<file path="config.mk">
export PLATFORM = sky130hd
export DESIGN_NAME = utf16_to_utf8_transcoder
export DESIGN_NICKNAME = d
export VERILOG_FILES = /design/src/rtl/core/u2u8_pkg.sv /design/src/rtl/core/u2u8_front.sv /design/src/rtl/core/u2u8_queue.sv /design/src/rtl/core/u2u8_back.sv /design/src/rtl/core/utf16_to_utf8_transcoder.sv
export VERILOG_INCLUDE_DIRS = /design/src /design/src/rtl/core
export SDC_FILE = /design/constraint.sdc
export NUM_CORES = 1
export LEC_CHECK = 0
export BUFFER_PORTS_ARGS = -buffer_cell sky130_fd_sc_hd__buf_2
export CORE_MARGIN = 2
export CORE_UTILIZATION = 45
export CTS_CLUSTER_SIZE = 10
export DETAILED_ROUTE_END_ITERATION = 7
export GPL_TIMING_DRIVEN = 0
export SLEW_MARGIN = 30
export SYNTH_ARGS = -nofsm -noshare
export SYNTH_HDL_FRONTEND = slang
export SYNTH_SLANG_ARGS = --single-unit
</file>
<file path="constraint.sdc">
create_clock -name clk -period 8.45 [get_ports clk]
set_input_delay 1.2675 -clock clk [delete_from_list [all_inputs] [get_ports clk]]
set_output_delay 1.2675 -clock clk [all_outputs]
set_load 0.05 [all_outputs]
</file>
<file path="src/rtl/core/utf16_to_utf8_transcoder_macros.svh">
// Assertion helpers for the transcoder. Each use expands to one labelled
// concurrent assertion, sampled on clk and quiet while rst_n is low.
`ifndef UTF16_TO_UTF8_TRANSCODER_MACROS_SVH
`define UTF16_TO_UTF8_TRANSCODER_MACROS_SVH

// Same-cycle implication.
`define U2U8_ASSERT_NOW(label, ante, cons) \
  label: assert property (@(posedge clk) disable iff (!rst_n) (ante) |-> (cons)) \
    else $error("transcoder check failed (same cycle)");

// Next-cycle implication.
`define U2U8_ASSERT_NEXT(label, ante, cons) \
  label: assert property (@(posedge clk) disable iff (!rst_n) (ante) |=> (cons)) \
    else $error("transcoder check failed (next cycle)");

`endif

</file>
<file path="src/rtl/core/u2u8_pkg.sv">
`default_nettype none

package u2u8_pkg;

  localparam int unsigned MAX_BYTES = 6;

  localparam logic [15:0] SURR_LEAD_LO  = 16'hD800;
  localparam logic [15:0] SURR_LEAD_HI  = 16'hDBFF;
  localparam logic [15:0] SURR_TRAIL_LO = 16'hDC00;
  localparam logic [15:0] SURR_TRAIL_HI = 16'hDFFF;

  localparam logic [20:0] CP_SUPP_BASE  = 21'h10000;
  localparam logic [20:0] CP_LIMIT_1B   = 21'h00080;
  localparam logic [20:0] CP_LIMIT_2B   = 21'h00800;
  localparam logic [20:0] CP_LIMIT_3B   = 21'h10000;

  localparam logic [7:0] LEAD_2B_MARK   = 8'hC0;
  localparam logic [7:0] LEAD_3B_MARK   = 8'hE0;
  localparam logic [7:0] LEAD_4B_MARK   = 8'hF0;
  localparam logic [7:0] CONT_MARK      = 8'h80;

  // U+FFFD, first byte in slot 0
  localparam logic [2:0][7:0] REPL_BYTES = {8'hBD, 8'hBF, 8'hEF};

  // One code point's worth of bytes, slot 0 first.
  typedef struct packed {
    logic [3:0][7:0] bytes;
    logic [2:0]      len;
  } enc_t;

  // Everything one request emits, slot 0 first.
  typedef struct packed {
    logic [MAX_BYTES-1:0][7:0] bytes;
    logic [2:0]                len;
  } job_t;

  function automatic enc_t encode_cp(input logic [20:0] cp);
    enc_t e;
    e = '0;
    if (cp < CP_LIMIT_1B) begin
      e.bytes[0] = cp[7:0];
      e.len      = 3'd1;
    end else if (cp < CP_LIMIT_2B) begin
      e.bytes[0] = LEAD_2B_MARK | {3'b000, cp[10:6]};
      e.bytes[1] = CONT_MARK | {2'b00, cp[5:0]};
      e.len      = 3'd2;
    end else if (cp < CP_LIMIT_3B) begin
      e.bytes[0] = LEAD_3B_MARK | {4'b0000, cp[15:12]};
      e.bytes[1] = CONT_MARK | {2'b00, cp[11:6]};
      e.bytes[2] = CONT_MARK | {2'b00, cp[5:0]};
      e.len      = 3'd3;
    end else begin
      e.bytes[0] = LEAD_4B_MARK | {5'b00000, cp[20:18]};
      e.bytes[1] = CONT_MARK | {2'b00, cp[17:12]};
      e.bytes[2] = CONT_MARK | {2'b00, cp[11:6]};
      e.bytes[3] = CONT_MARK | {2'b00, cp[5:0]};
      e.len      = 3'd4;
    end
    return e;
  endfunction

  function automatic enc_t encode_repl();
    enc_t e;
    e = '0;
    e.bytes[2:0] = REPL_BYTES;
    e.len        = 3'd3;
    return e;
  endfunction

endpackage

`default_nettype wire

</file>
<file path="src/rtl/core/u2u8_front.sv">
`default_nettype none

module u2u8_front
  import u2u8_pkg::*;
(
  input  wire logic        clk,
  input  wire logic        rst_n,
  input  wire logic        in_tvalid,
  output logic             in_tready,
  input  wire logic [15:0] in_tdata,   // [15:0] code_unit
  input  wire logic        in_tlast,   // end_of_text
  output logic             push_valid,
  input  wire logic        push_ready,
  output job_t             push_job,
  output logic             lead_pending
);

  logic       lead_pending_r, lead_pending_nxt;
  logic [9:0] lead_bits_r, lead_bits_nxt;

  logic is_lead, is_trail, pair, prefix, accept;
  enc_t main_enc;
  job_t job;

  always_comb begin
    is_lead  = in_tdata inside {[SURR_LEAD_LO:SURR_LEAD_HI]};
    is_trail = in_tdata inside {[SURR_TRAIL_LO:SURR_TRAIL_HI]};
    pair     = lead_pending_r && is_trail;
    prefix   = lead_pending_r && !is_trail;

    if (pair) begin
      main_enc = encode_cp(CP_SUPP_BASE + {1'b0, lead_bits_r, in_tdata[9:0]});
    end else if (is_lead) begin
      // a lead on the final unit can never be paired
      main_enc = in_tlast ? encode_repl() : '0;
    end else if (is_trail) begin
      main_enc = encode_repl();
    end else begin
      main_enc = encode_cp({5'b00000, in_tdata});
    end

    job = '0;
    if (prefix) begin
      // flush the stale lead first, then the new unit on its own
      job.bytes[2:0] = REPL_BYTES;
      job.bytes[5:3] = main_enc.bytes[2:0];
      job.len        = 3'd3 + main_enc.len;
    end else begin
      job.bytes[3:0] = main_enc.bytes;
      job.len        = main_enc.len;
    end
  end

  assign in_tready  = push_ready;
  assign accept     = in_tvalid && push_ready;
  assign push_valid = in_tvalid && (job.len != 3'd0);
  assign push_job   = job;
  assign lead_pending = lead_pending_r;

  always_comb begin
    lead_pending_nxt = lead_pending_r;
    lead_bits_nxt    = lead_bits_r;
    if (accept) begin
      lead_pending_nxt = is_lead && !in_tlast;
      lead_bits_nxt    = (is_lead && !in_tlast) ? in_tdata[9:0] : 10'd0;
    end
  end

  always_ff @(posedge clk) begin
    if (!rst_n) begin
      lead_pending_r <= 1'b0;
      lead_bits_r    <= 10'd0;
    end else begin
      lead_pending_r <= lead_pending_nxt;
      lead_bits_r    <= lead_bits_nxt;
    end
  end

endmodule

`default_nettype wire

</file>
<file path="src/rtl/core/u2u8_queue.sv">
`default_nettype none

module u2u8_queue
  import u2u8_pkg::*;
#(
  parameter int unsigned DEPTH = 2
) (
  input  wire logic clk,
  input  wire logic rst_n,
  input  wire logic push_valid,
  output logic      push_ready,
  input  wire job_t push_job,
  output logic      pop_valid,
  input  wire logic pop_ready,
  output job_t      pop_job
);

  localparam int unsigned PTR_W = (DEPTH > 1) ? $clog2(DEPTH) : 1;
  localparam int unsigned CNT_W = $clog2(DEPTH + 1);
  localparam logic [PTR_W-1:0] LAST_PTR = PTR_W'(DEPTH - 1);
  localparam logic [CNT_W-1:0] FULL_CNT = CNT_W'(DEPTH);

  job_t mem [DEPTH];

  logic [PTR_W-1:0] wr_ptr_r, wr_ptr_nxt, rd_ptr_r, rd_ptr_nxt;
  logic [CNT_W-1:0] count_r, count_nxt;
  logic             do_push, do_pop;

  assign push_ready = (count_r != FULL_CNT);
  assign pop_valid  = (count_r != '0);
  assign pop_job    = mem[rd_ptr_r];
  assign do_push    = push_valid && push_ready;
  assign do_pop     = pop_valid && pop_ready;

  always_comb begin
    wr_ptr_nxt = wr_ptr_r;
    rd_ptr_nxt = rd_ptr_r;
    count_nxt  = count_r;
    if (do_push) begin
      wr_ptr_nxt = (wr_ptr_r == LAST_PTR) ? '0 : wr_ptr_r + 1'b1;
    end
    if (do_pop) begin
      rd_ptr_nxt = (rd_ptr_r == LAST_PTR) ? '0 : rd_ptr_r + 1'b1;
    end
    if (do_push && !do_pop) begin
      count_nxt = count_r + 1'b1;
    end else if (do_pop && !do_push) begin
      count_nxt = count_r - 1'b1;
    end
  end

  always_ff @(posedge clk) begin
    if (do_push) begin
      mem[wr_ptr_r] <= push_job;
    end
  end

  always_ff @(posedge clk) begin
    if (!rst_n) begin
      wr_ptr_r <= '0;
      rd_ptr_r <= '0;
      count_r  <= '0;
    end else begin
      wr_ptr_r <= wr_ptr_nxt;
      rd_ptr_r <= rd_ptr_nxt;
      count_r  <= count_nxt;
    end
  end

endmodule

`default_nettype wire

</file>
<file path="src/rtl/core/u2u8_back.sv">
`default_nettype none

module u2u8_back
  import u2u8_pkg::*;
(
  input  wire logic       clk,
  input  wire logic       rst_n,
  input  wire logic       pop_valid,
  output logic            pop_ready,
  input  wire job_t       pop_job,
  output logic            out_tvalid,
  input  wire logic       out_tready,
  output logic [7:0]      out_tdata,   // [7:0] out_byte
  output logic            out_tlast    // run_last
);

  logic       out_valid_r, out_valid_nxt;
  logic [7:0] out_byte_r;
  logic       out_last_r;
  logic [2:0] idx_r, idx_nxt;
  logic       load, last_byte;

  // advance when the output slot is free or being taken this cycle
  assign load      = pop_valid && (!out_valid_r || out_tready);
  assign last_byte = (idx_r == pop_job.len - 3'd1);
  assign pop_ready = load && last_byte;

  always_comb begin
    out_valid_nxt = out_valid_r;
    idx_nxt       = idx_r;
    if (load) begin
      out_valid_nxt = 1'b1;
      idx_nxt       = last_byte ? 3'd0 : idx_r + 3'd1;
    end else if (out_tready) begin
      out_valid_nxt = 1'b0;
    end
  end

  always_ff @(posedge clk) begin
    if (!rst_n) begin
      out_valid_r <= 1'b0;
      idx_r       <= 3'd0;
    end else begin
      out_valid_r <= out_valid_nxt;
      idx_r       <= idx_nxt;
    end
  end

  always_ff @(posedge clk) begin
    if (load) begin
      out_byte_r <= pop_job.bytes[idx_r];
      out_last_r <= last_byte;
    end
  end

  assign out_tvalid = out_valid_r;
  assign out_tdata  = out_byte_r;
  assign out_tlast  = out_last_r;

endmodule

`default_nettype wire

</file>
<file path="src/rtl/core/utf16_to_utf8_transcoder.sv">
// UTF-16 to UTF-8 transcoder. Feed one UTF-16 code unit per request on the
// in_ stream (tlast marks the final unit of the text); UTF-8 bytes leave one
// per request on the out_ stream, with tlast set on the last byte that an
// input unit causes. A leading surrogate is held and yields nothing until
// the next unit: a trailing surrogate completes it into a 4-byte sequence,
// anything else flushes it as EF BF BD and is then handled on its own. Lone
// surrogates, and a lead on the final unit, become EF BF BD. Rate: the
// output byte register issues at most one byte per cycle, and a unit yields
// 0 to 6 bytes (typically 1 to 4, 4 for a surrogate pair); the front end
// takes one unit per cycle while the job queue (QUEUE_DEPTH entries) has
// room. An input unit passes through the job queue and then the output
// byte register before its first byte appears.
`default_nettype none

`include "utf16_to_utf8_transcoder_macros.svh"

module utf16_to_utf8_transcoder
  import u2u8_pkg::*;
#(
  parameter int unsigned QUEUE_DEPTH = 2   // job queue entries, 2 to 16
) (
  input  wire logic        clk,
  input  wire logic        rst_n,
  // input stream
  input  wire logic        in_tvalid,
  output logic             in_tready,
  input  wire logic [15:0] in_tdata,   // [15:0] code_unit
  input  wire logic        in_tlast,   // end_of_text
  // output stream
  output logic             out_tvalid,
  input  wire logic        out_tready,
  output logic [7:0]       out_tdata,  // [7:0] out_byte
  output logic             out_tlast   // run_last
);

  // front end to queue
  logic q_push_valid, q_push_ready;
  job_t q_push_job;
  // queue to back end
  logic q_pop_valid, q_pop_ready;
  job_t q_pop_job;
  logic lead_pending;

  // Classify each unit, track the held lead and build the byte job.
  u2u8_front u_front (
    .clk          (clk),
    .rst_n        (rst_n),
    .in_tvalid    (in_tvalid),
    .in_tready    (in_tready),
    .in_tdata     (in_tdata),
    .in_tlast     (in_tlast),
    .push_valid   (q_push_valid),
    .push_ready   (q_push_ready),
    .push_job     (q_push_job),
    .lead_pending (lead_pending)
  );

  // Decouple the two halves so a stalled sink does not stop classification
  // until the queue fills.
  u2u8_queue #(
    .DEPTH (QUEUE_DEPTH)
  ) u_queue (
    .clk        (clk),
    .rst_n      (rst_n),
    .push_valid (q_push_valid),
    .push_ready (q_push_ready),
    .push_job   (q_push_job),
    .pop_valid  (q_pop_valid),
    .pop_ready  (q_pop_ready),
    .pop_job    (q_pop_job)
  );

  // Walk each job one byte per cycle into the output register while the output is free or being taken.
  u2u8_back u_back (
    .clk        (clk),
    .rst_n      (rst_n),
    .pop_valid  (q_pop_valid),
    .pop_ready  (q_pop_ready),
    .pop_job    (q_pop_job),
    .out_tvalid (out_tvalid),
    .out_tready (out_tready),
    .out_tdata  (out_tdata),
    .out_tlast  (out_tlast)
  );

  // Jobs that reach the queue always carry between one and six bytes.
  `U2U8_ASSERT_NOW(a_job_len, q_push_valid, (q_push_job.len != 3'd0) && (q_push_job.len <= 3'd6))
  // The final unit of a text never leaves a lead held.
  `U2U8_ASSERT_NEXT(a_eot_clears_lead, in_tvalid && in_tready && in_tlast, !lead_pending)
  // Retiring a job always loads its last byte into the output register.
  `U2U8_ASSERT_NEXT(a_pop_marks_last, q_pop_valid && q_pop_ready, out_tvalid && out_tlast)

endmodule

`default_nettype wire

</file>
==> results.txt, run 1 <==
The largest incremental delay on the critical path came out at 0.51 ns. The routability congestion estimate from global placement is 0.937. The post-cts sizing count came out at 0.

Detailed routing inserted a total of 4328 vias. The synthesized design contains 123 register bits. The via count of the first global-routing pass was 4287. The worst setup path is captured at a register.

For the final routed database, the setup TNS stands at 0 ns. The leakage power came out at 2.36 nW. The first-pass GRT wire length came out at 25500 um.

The met3 usage came out at 5.99%. The number of setup buffers added after CTS is 0. The most used flip-flop cell after synthesis is sky130_fd_sc_hd__edfxtp_1. After floorplanning, the core was divided into 42 placement rows. In this design, the largest share of critical-path delay is due to buffers and inverters. The met1 global-route usage came out at 32.5%. In this run the worst hold path is classified as reg2reg. The run finished with clean final reports.

The initial core utilization came out at 46.0%. The max-slew violation total from the final report came out at 0. The largest individual stage delay along the critical path comes from the cell sky130_fd_sc_hd__clkbuf_1. Setup slack closes at 3.47 ns. The power density over the cells is 280 mW/mm^2.

The width of the die came out at 120 um. Setup repair after global routing left no endpoint under its margin. The total routed wirelength is 16400 um. The fraction of layout cells with a size suffix above 1 is 17.2%. Timing would allow up to 0.201 GHz. The data required time at the worst endpoint came out at 8.58 ns. The average routed wire per standard cell came out at 22.3 um. Detailed placement ended at an HPWL of 11700 um. The sort of element at the start of the critical path is an input pin. Yosys printed 0 warnings.

The number of antenna violations at the first check in global routing was 0. The antenna diode count came out at 0. The number of search-and-repair iterations in the first detailed-routing pass is 5. The DRC violation total after the first TritonRoute iteration is 429. The cts-stage hold buffer count is 0. The signal on the critical path passes through buf_2 -> nand3_1 -> nor4_1 -> clkbuf_1 -> clkbuf_1 -> nor2_1 -> o21ai_0 -> ha_1 -> o32ai_1 -> a21oi_2 -> a41oi_1 -> nor2b_4 -> buf_16 -> buf_16.

Compared with the post-synthesis result, the final layout area differs by 16.1%. The overall die area is 0.0145 mm^2. The worst slack after detailed placement came out at 3.08 ns. The tool flagged a number of max-cap violations equal to 0. The final core utilization is 53.4%. The number of nets in the finished design is 573. 32 I/O pins were placed. The global routing stage identified its most utilized layer as met2.

The critical path contains buffers and inverters numbering 5 combined. The final routed DRC violation total is 0. TritonCTS built the clock tree. The final-report setup violation count is 0. The number of flops mapped to enable cells by yosys came out at 103. The clock input transition at the sequential cells of the worst setup and hold paths came out at 0.06 ns.

The share of synthesized flip-flops with an asynchronous set or reset is 0%. Counting every sink on the clock net gives 123. The share of the cycle needed by the critical path after routing came out at 58.9%. The clock passes through at most 2 buffers. The number of cells produced by synthesis is 503. The port buffer count is 23. The synthesized cell area came out at 0.00609 mm^2. The root buffer cell chosen for the clock tree is sky130_fd_sc_hd__clkbuf_16.

The maximum vdd drop is 0.000134 V. The count of distinct cell types in the synthesized netlist is 64. The floorplan core area is 0.0132 mm^2. The max-slew headroom at the worst pin is 44.2%.

The post-route total power came out at 0.00198 W. At the pin with the least slew margin, the transition time is 0.829 ns. Leaving out fill and tap cells, the most frequent cell in the layout is sky130_fd_sc_hd__edfxtp_1. The count of nets left with antenna violations after detail routing came out at 0. The post-synthesis net count came out at 529. The pin count of the biggest net entering global routing is 48. In the layout the commonest cells are sky130_fd_sc_hd__edfxtp_1 (103), sky130_fd_sc_hd__nor2_1 (45), sky130_fd_sc_hd__nand2_1 (41), sky130_fd_sc_hd__buf_2 (30), sky130_fd_sc_hd__clkbuf_1 (28). For this run, global-route usage on met2 was measured as 38.4%. The clock buffer count from CTS came out at 17.

The largest fanout of any net on the critical path came out at 19. The total global routing overflow is 0. The shortest clock period the worst path allows after layout came out at 4.98 ns. On the final layout, the worst clock skew is 0.00796 ns.

In this run the number of H-tree levels came out at 4. The number of vias per cell after detailed routing is 5.90. Dividing the synthesized area by the synthesized cell count gives 12.1 um^2. The clock latency on the worst-skew pair came out at 0.42 ns. The share of the Yosys chip area taken by registers is 57.4%.

The final number of hold-violating endpoints came out at 0. The worst setup path is of the in2reg kind. The overall die height is 120 um. Global routing used 24.3% of the available tracks across all layers. The data arrival time of the worst path came out at 5.10 ns.
-- stage by stage --
stage	std cells	cell area, um^2	hold slack (ns)
after floorplan	503	6090	0.444
after global placement	702	6430	0.468
after detailed placement	704	6490	0.471
after CTS	734	7070	0.479
after global routing	734	7070	0.509
final	734	7070	0.479
-- layer usage --
layer / wire length (um) / vias up / part of all wire [%]
met5: 0 / - / 0
met4: 497 / 0 / 3.0
met3: 1110 / 39 / 6.8
met2: 7730 / 169 / 47
met1: 7060 / 2114 / 43
li1: - / 2006 / -
-- logic make-up (layout without fill, tap and decap cells) --
logic type      after synthesis  after routing  share of synthesized area [%]
buf+inv                      53            108                           3.47
compound gates              124            124                           14.1
xor+xnor                      8              8                           1.15
simple gates                155            155                           12.9
fa+ha+maj                     5              5                           1.03
flops                       123            123                           57.4
mux                          35             35                           10.1
-- cells in the mapped netlist, types with 2 or more instances --
cell	instances	area share, %
sky130_fd_sc_hd__and2_1	9	0.92
sky130_fd_sc_hd__o21ai_1	3	0.25
sky130_fd_sc_hd__nand2_1	41	2.5
sky130_fd_sc_hd__nand2b_1	7	0.72
sky130_fd_sc_hd__a21oi_1	19	1.6
sky130_fd_sc_hd__ha_1	5	1.0
sky130_fd_sc_hd__mux4_2	21	7.8
sky130_fd_sc_hd__xor2_1	3	0.43
sky130_fd_sc_hd__o211ai_1	3	0.37
sky130_fd_sc_hd__clkbuf_1	28	1.7
sky130_fd_sc_hd__inv_1	15	0.92
sky130_fd_sc_hd__nor4_1	4	0.41
sky130_fd_sc_hd__or2_1	3	0.31
sky130_fd_sc_hd__o21ai_0	22	1.8
sky130_fd_sc_hd__nor4_4	2	0.70
sky130_fd_sc_hd__a221oi_1	6	0.86
sky130_fd_sc_hd__nand3_1	18	1.5
sky130_fd_sc_hd__a2bb2oi_1	3	0.43
sky130_fd_sc_hd__a31oi_1	3	0.31
sky130_fd_sc_hd__a22o_1	2	0.29
sky130_fd_sc_hd__dfxtp_1	20	6.6
sky130_fd_sc_hd__a221o_1	3	0.49
sky130_fd_sc_hd__buf_2	7	0.58
sky130_fd_sc_hd__o31ai_1	9	1.1
sky130_fd_sc_hd__or3_1	2	0.21
sky130_fd_sc_hd__o221ai_1	4	0.58
sky130_fd_sc_hd__a21boi_0	5	0.62
sky130_fd_sc_hd__o22ai_1	9	0.92
sky130_fd_sc_hd__a21boi_1	9	1.1
sky130_fd_sc_hd__nor3_1	9	0.74
sky130_fd_sc_hd__edfxtp_1	103	51
sky130_fd_sc_hd__xnor2_1	5	0.72
sky130_fd_sc_hd__o21a_1	8	0.99
sky130_fd_sc_hd__a21o_1	3	0.37
sky130_fd_sc_hd__nor2b_1	5	0.51
sky130_fd_sc_hd__nor2_1	45	2.8
sky130_fd_sc_hd__mux2i_1	13	2.1
-- final timing paths --
path                                             start                endpoint  slack [ns]  cells after the start
worst max register to register  u_front.lead_bits_r[7]      u_queue.mem[0][15]        4.42                     12
worst min-delay path            u_front.lead_bits_r[5]  u_front.lead_bits_r[5]        0.48                      2
worst max-delay path                      in_tdata[15]      u_queue.mem[0][15]        3.47                     14
worst min register to register  u_front.lead_bits_r[5]  u_front.lead_bits_r[5]        0.48                      2
-- flip-flops by register name (all words and copies together) (netlist names), named ones only --
signal,count
u_back.idx_r,3
u_back.out_tvalid,1
u_back.out_tdata,8
u_front.lead_pending,1
u_queue.count_r,2
u_front.lead_bits_r,10
u_queue.rd_ptr_r,1
u_queue.wr_ptr_r,1
u_queue.mem,94
u_back.out_tlast,1
-- worst register-to-register path: stages (launching register included) --
cell                       delay, ns
sky130_fd_sc_hd__dfxtp_1        0.34
sky130_fd_sc_hd__ha_1           0.39
sky130_fd_sc_hd__nor2_1         0.17
sky130_fd_sc_hd__o211ai_1       0.33
sky130_fd_sc_hd__nor2_1         0.48
sky130_fd_sc_hd__o21ai_0        0.19
sky130_fd_sc_hd__ha_1           0.34
sky130_fd_sc_hd__o32ai_1        0.15
sky130_fd_sc_hd__a21oi_2        0.09
sky130_fd_sc_hd__a41oi_1        0.37
sky130_fd_sc_hd__nor2b_4        0.48
sky130_fd_sc_hd__buf_16         0.23
sky130_fd_sc_hd__buf_16         0.18
-- final cells by class --
| class | count | area, um^2 |
|---|---|---|
| fillers | 1181 | 6170 |
| flip-flops and latches | 123 | 3490 |
| multi-input cells | 327 | 2400 |
| clock buffers | 17 | 425 |
| well taps | 176 | 220 |
| repair buffers | 25 | 170 |
| clock inverters | 13 | 154 |
| plain buffers | 37 | 151 |
| inverters | 16 | 60.1 |
-- where the power goes --
| group | switching [W] | leakage, nW | internal (W) |
|---|---|---|---|
| clock network | 0.000258 | 0.278 | 0.000456 |
| logic | 0.000288 | 0.979 | 0.000161 |
| registers | 0.0000289 | 1.11 | 0.000785 |
Power figures use the tool's default switching activity.
==> run 2: changes to the inputs <==
clock period = 4.8 ns   (was 8.45 ns; I/O delays follow)
==> run 2 against run 1 <==
Worst hold slack got worse by 0.0033 ns. Sequential cell count stayed put. Clock power is 54% higher. Sequential share of layout area rose by 0.49 points. Largest power group unchanged. Highest routed layer unchanged.
==> results.txt, run 2 (synthesis results as in run 1) <==
For this run the aggregate overflow at the end of global routing stands at 0. The worst setup skew after layout came out at 0.00834 ns. The worst register-to-register path has a setup slack of 0.97 ns. Timing would allow up to 0.231 GHz. Summed over all nets, the switching power comes to 0.00100 W. The tightest min-delay check is of the reg2reg type.

The startpoint identified for the worst hold timing path is u_front.lead_bits_r[5]. The post-cts sizing count came out at 0. The clock root buffer master is sky130_fd_sc_hd__clkbuf_16. The fraction of layout cells with a size suffix above 1 came out at 16.6%. The post-route total power is 0.00333 W. The number of antenna violations at the first check in global routing is 0. Together, buffers and inverters on the worst path number 5. The count of nets left with antenna violations after detail routing is 0. The overall die height is 120 um. The share of the cycle needed by the critical path after routing came out at 90.1%. The first global-routing pass estimated 25600 um of wire.

The final core utilization is 52.9%. The maximum vdd drop came out at 0.000229 V. The tool flagged a number of max-cap violations equal to 0. The run finished with clean final reports. The routability congestion estimate from global placement came out at 0.952. Input and output buffers added on the ports amount to 23. In the final timing run, aggregate negative setup slack is 0 ns. TritonCTS built the clock tree. The leakage power came out at 2.33 nW.

The smallest hold slack came out at 0.476 ns. The clock period could shrink to 4.33 ns. The worst register-to-register path ends at u_queue.mem[0][15]. The number of antenna diodes in the final layout is 0.

The slowest stage cell on the critical path is sky130_fd_sc_hd__clkbuf_1. The critical path ends at u_queue.mem[0][15]. The clock input transition at the sequential cells of the worst setup and hold paths came out at 0.05 ns. The critical path depth is 14. Row generation in the floorplan step produced 42 rows.

The maximum number of buffers from clock root to sink is 2. The initial core utilization came out at 46.0%. For this design the top-level I/O count stands at 32. STA classifies the critical path endpoint as a register. The clock buffer count from CTS came out at 17. The area growth from synthesis to layout is 14.9%. Setup violations remaining at the end of the flow were counted as 0.

The width of the die is 120 um. The die covers 0.0145 mm^2. In this run the number of H-tree levels came out at 4. For this run, the total global-route usage over all layers was measured as 24.2%.

Hold repair after CTS inserted 0 buffers. The signal on the critical path passes through buf_2 -> nand3_1 -> nor4_1 -> clkbuf_1 -> clkbuf_1 -> nor2_1 -> o21ai_0 -> ha_1 -> o32ai_1 -> a21oi_2 -> a41oi_1 -> nor2b_4 -> buf_16 -> buf_16. The register with the most flip-flops in the layout has 94 of them. The worst setup path is launched from an input pin. The max-slew violation total from the final report came out at 0. The number of nets in the finished design is 573. The largest fanout of any net on the critical path is 21.

The via count of the first global-routing pass is 4429. Setup repair after global routing left no endpoint under its margin. The later pin in the worst-skew pair is clocked with a latency of 0.42 ns.

Post-CTS timing repair inserted 0 buffers for setup. Using the TritonRoute via totals, the vias-per-cell ratio works out to 5.91. The final routed DRC violation total came out at 0. The fraction of power consumed by combinational cells came out at 23.8%.

u_queue.mem holds more flip-flops than any other register. The sequential share of power came out at 43.0%. The worst pin sits at a relative slew slack of 42.4%. In this run switching power makes up 30.1% of total power. The number of cell instances on the worst register-to-register path came out at 11. The transition time of the tightest slew-check pin came out at 0.856 ns. The HPWL after detailed placement came out at 11600 um. Leaving out fill and tap cells, the most frequent cell in the layout is sky130_fd_sc_hd__edfxtp_1. The floorplan core area came out at 0.0132 mm^2. Data on the critical path is required at its endpoint by 4.92 ns. By startpoint and endpoint, the worst setup path is classified as in2reg. Leaving out fill and tap cells, the most frequent cells in the layout are sky130_fd_sc_hd__edfxtp_1 (103), sky130_fd_sc_hd__nor2_1 (45), sky130_fd_sc_hd__nand2_1 (41), sky130_fd_sc_hd__clkbuf_1 (33), sky130_fd_sc_hd__buf_2 (30). In this run, the clock network consumes 33.1% of the power. In this run the worst setup path begins at in_tdata[14]. Clock tree synthesis found a total of 123 sinks. The kind of cell with the highest combined delay along the critical path is buffers and inverters. The average routed wire per standard cell came out at 22.1 um. For this run, the slowest stage of the critical path takes 0.53 ns.

For this design the ratio of total power to cell area is 476 mW/mm^2. The worst register-to-register path begins at u_front.lead_bits_r[0]. For the worst setup path, the data arrival time is 4.45 ns. The final number of hold-violating endpoints came out at 0. The total routed wirelength is 16300 um.

The internal power of the cells came out at 0.00233 W. The via count is 4353. The pin count of the biggest net entering global routing is 48. The DRC violation total after the first TritonRoute iteration is 363. The number of search-and-repair iterations in the first detailed-routing pass is 5.
## run 2: worst register-to-register path, delay by kind of cell, from the launching register on
kind | cells | cell delay [ns]
adders and majority gates | 1 | 0.32
DFF | 1 | 0.41
and+or+nand+nor | 3 | 1.15
AOI/OAI and AO/OA | 5 | 1.23
buffers and inverters | 2 | 0.41
## run 2: layout make-up
class	instances	area [um^2]
fillers	1219	6240
clock inverters	9	51.3
inverters	16	60.1
flip-flops and latches	123	3490
well taps	176	220
clock buffers	23	458
plain buffers	37	151
multi-input cells	327	2400
repair buffers	25	170
## run 2: routing by layer
| layer | vias up | wire (um) | GRT usage (%) |
|---|---|---|---|
| li1 | 2013 | - | - |
| met1 | 2165 | 7260 | 32.9 |
| met2 | 150 | 7840 | 38.7 |
| met3 | 25 | 950 | 5.42 |
| met4 | 0 | 234 | 7.99 |
| met5 | - | 0 | 0 |
## run 2: power by group through the flow
stage	combinational, W	sequential [W]	clock [W]
2_1_floorplan	0.000446	0.00158	0
3_3_place_gp	0.000751	0.00145	0
3_5_place_dp	0.000801	0.00146	0
4_1_cts	0.000806	0.00144	0.00112
5_1_grt	0.000860	0.00145	0.00117
6_report	0.000793	0.00143	0.00110
## run 2: worst min-delay path by stage
stage | to | slack [ns] | cells past startpoint
4_1_cts | u_front.lead_bits_r[5] | 0.47 | 2
3_5_place_dp | u_front.lead_bits_r[5] | 0.47 | 2
6_report | u_front.lead_bits_r[5] | 0.48 | 2
2_1_floorplan | u_front.lead_bits_r[5] | 0.44 | 2
5_1_grt | u_front.lead_bits_r[5] | 0.52 | 2
3_3_place_gp | u_front.lead_bits_r[5] | 0.46 | 2
## run 2: per-stage QoR
stage	worst slack (ns)	instances	cell area, um^2
6_report	0.475	736	7000
3_3_place_gp	-1.26	702	6430
5_1_grt	0.137	736	7000
2_1_floorplan	0.403	503	6090
4_1_cts	0.471	736	7000
3_5_place_dp	0.0965	704	6490
==> run 3: changes to the inputs <==
CELL_PAD_IN_SITES_DETAIL_PLACEMENT = 1   (was default)
CELL_PAD_IN_SITES_GLOBAL_PLACEMENT = 1   (was default)
PLACE_DENSITY_LB_ADDON = 0.1   (was default)
==> run 3 against run 2 <==
Routed wire length rose by 12%. Final cell count grew 0.82%. Sequential cell count is the same. Clock-buffer cell count unchanged. Clock power up 11%. Register-to-register slack got worse by 0.11 ns. Core utilization grew 0.58 points.
==> results.txt, run 3 (synthesis results as in run 1) <==
In this run the worst setup path begins at in_tdata[14]. The reg-to-reg endpoint is u_queue.mem[1][8]. The total global-route track usage came out at 26.9%.

The data required time at the worst endpoint came out at 4.86 ns. The sequential cell area in the final layout is 0.00349 mm^2. The number of placement rows came out at 42.

CTS placed an instance of sky130_fd_sc_hd__clkbuf_16 at the clock tree root. The number of search-and-repair iterations in the first detailed-routing pass is 5. The floorplan core area is 0.0132 mm^2. The filler cell count in the final layout came out at 1428. The pin count of the biggest net entering global routing is 48.

The number of cell instances on the worst register-to-register path is 10. The first-pass GRT wire length came out at 28200 um. Max-cap violations in this run came to 0. STA classifies the critical path endpoint as a register. The transition time of the tightest slew-check pin came out at 0.913 ns. The H-tree was split into 4 levels. The total global routing overflow came out at 0. Per report_power, the sequential group accounts for 41.2% of the total. The register with the most flip-flops in the final layout is u_queue.mem.

The most critical setup path has its endpoint at u_queue.mem[1][8]. The setup check on the worst reg-to-reg path leaves a slack of 0.86 ns. Setup repair after global routing left no endpoint under its margin. The HPWL after detailed placement is 13200 um. The count of pins on the block boundary came out at 32.

In this run the power density over the cells is 495 mW/mm^2. Buffers added to address setup during post-CTS repair amount to 0. The final-report setup violation count is 0. The clock input transition at the sequential cells of the worst setup and hold paths is 0.06 ns. The net switching fraction of the power is 30.2%. The overall die height is 120 um. The clock latency on the worst-skew pair came out at 0.43 ns. The number of antenna violations at the first check in global routing came to 1.

The maximum number of buffers from clock root to sink came out at 2. The die is 120 um wide. The number of vias per cell after detailed routing came out at 6.07. The overall die area is 0.0145 mm^2. The post-cts sizing count came out at 0.

The fraction of layout cells with a size suffix above 1 came out at 17.2%. The path type of the worst min-delay path is reg2reg. The max-slew violation total from the final report is 0. The flow ran to the end, and the final reports show no timing, DRC or antenna violations. The worst setup skew after layout came out at 0.00979 ns. The final number of hold-violating endpoints came out at 0. The sort of element at the start of the critical path is an input pin. The via count of the first global-routing pass came out at 4677.

The worst slack after detailed placement came out at -0.304 ns. The start-to-end type of the worst setup path is in2reg. The average routed wire per standard cell is 24.7 um. The via count is 4502.

After layout, the worst path uses 91.4% of the clock period. The initial core utilization is 46.0%. The final routed DRC violation total is 0. Relative to the synthesized area, the layout overhead comes to 16.2%. The internal power of the cells is 0.00245 W. The clock share of power is 34.9%.

In the layout the commonest cells are sky130_fd_sc_hd__edfxtp_1 (103), sky130_fd_sc_hd__nor2_1 (45), sky130_fd_sc_hd__nand2_1 (41), sky130_fd_sc_hd__clkbuf_1 (33), sky130_fd_sc_hd__buf_2 (30). The multi-input logic area came out at 0.00240 mm^2. Leaving out fill and tap cells, the most frequent cell in the layout is sky130_fd_sc_hd__edfxtp_1. Buffers inserted to repair hold after CTS numbered 0. In this run the critical register-to-register path is launched from u_front.lead_bits_r[7]. The number of flip-flops in the largest register came out at 94. The clock buffer count from CTS is 17.

TritonCTS built the clock tree. Across the VDD grid, the largest voltage drop is 0.000242 V. The data arrival time of the worst path is 4.45 ns. The largest fanout of any net on the critical path came out at 47. The congestion estimate from routability-driven global placement came to 0.961. The maximum clock frequency came out at 0.228 GHz. The number of nets in the finished design is 578. The max-slew headroom at the worst pin is 39.1%. The worst path meets setup with 0.415 ns of slack. The first routing iteration left 395 violations. The count of nets left with antenna violations after detail routing came out at 0. The leakage power came out at 2.37 nW. The post-route total power came out at 0.00350 W. The routed design has 18300 um of wire. Counting I/O delays and the setup requirement, the final critical path takes 4.39 ns.

Port buffering added 23 buffers. The fraction of power consumed by combinational cells came out at 23.8%. The CTS sink count is 123. The switching power came out at 0.00106 W.
-- run 3: power groups by stage --
stage | registers [W] | logic, W | clock network (W)
floorplan | 0.00158 | 0.000446 | 0
global placement | 0.00145 | 0.000770 | 0
detailed placement | 0.00147 | 0.000827 | 0
CTS | 0.00145 | 0.000829 | 0.00123
global route | 0.00146 | 0.000901 | 0.00127
finish | 0.00144 | 0.000834 | 0.00122
-- run 3: worst min path at each step --
stage | to | cells past startpoint | start | slack [ns]
6_report | u_front.lead_bits_r[8] | 2 | u_front.lead_bits_r[8] | 0.52
5_1_grt | u_front.lead_bits_r[8] | 2 | u_front.lead_bits_r[8] | 0.52
4_1_cts | u_front.lead_bits_r[8] | 2 | u_front.lead_bits_r[8] | 0.51
3_5_place_dp | u_front.lead_bits_r[8] | 2 | u_front.lead_bits_r[8] | 0.50
3_3_place_gp | u_front.lead_bits_r[8] | 2 | u_front.lead_bits_r[8] | 0.49
2_1_floorplan | u_front.lead_bits_r[5] | 2 | u_front.lead_bits_r[5] | 0.44
-- run 3: critical path, cell delays in order --
cell	delay (ns)
sky130_fd_sc_hd__buf_2	0.12
sky130_fd_sc_hd__nand3_1	0.28
sky130_fd_sc_hd__nor4_1	0.57
sky130_fd_sc_hd__clkbuf_1	0.53
sky130_fd_sc_hd__clkbuf_1	0.48
sky130_fd_sc_hd__nor2_1	0.10
sky130_fd_sc_hd__o21ai_0	0.10
sky130_fd_sc_hd__ha_1	0.26
sky130_fd_sc_hd__o32ai_1	0.16
sky130_fd_sc_hd__a21oi_2	0.10
sky130_fd_sc_hd__a41oi_1	0.37
sky130_fd_sc_hd__and2_4	0.63
-- run 3: layout make-up --
type	instances	share of cell area (%)
Tap cell	176	3.11
Timing Repair Buffer	30	2.76
Sequential cell	123	49.4
Multi-Input combinational cell	327	33.9
Buffer	37	2.14
Inverter	16	0.849
Clock buffer	23	6.47
Clock inverter	9	1.41
Antenna cell	1	0.0354
-- run 3: metrics by stage --
step           TNS [ns]  instances  area [um^2]  utilization (%)  hold WS [ns]
5_1_grt               0        742         7080             53.4         0.524
3_5_place_dp      -7.29        704         6480             48.9         0.498
4_1_cts               0        736         7040             53.1         0.508
2_1_floorplan         0        503         6090                -         0.444
3_3_place_gp    -111.76        702         6430             48.5         0.487
6_report              0        742         7080             53.4         0.517
-- run 3: metal layers --
layer / routed length (um) / part of all wire (%) / GRT usage [%]
met4: 317 / 1.7 / 9.38
met3: 804 / 4.4 / 4.34
met1: 8020 / 44 / 36.2
met2: 9150 / 50 / 44.6
met5: 0 / 0 / 0
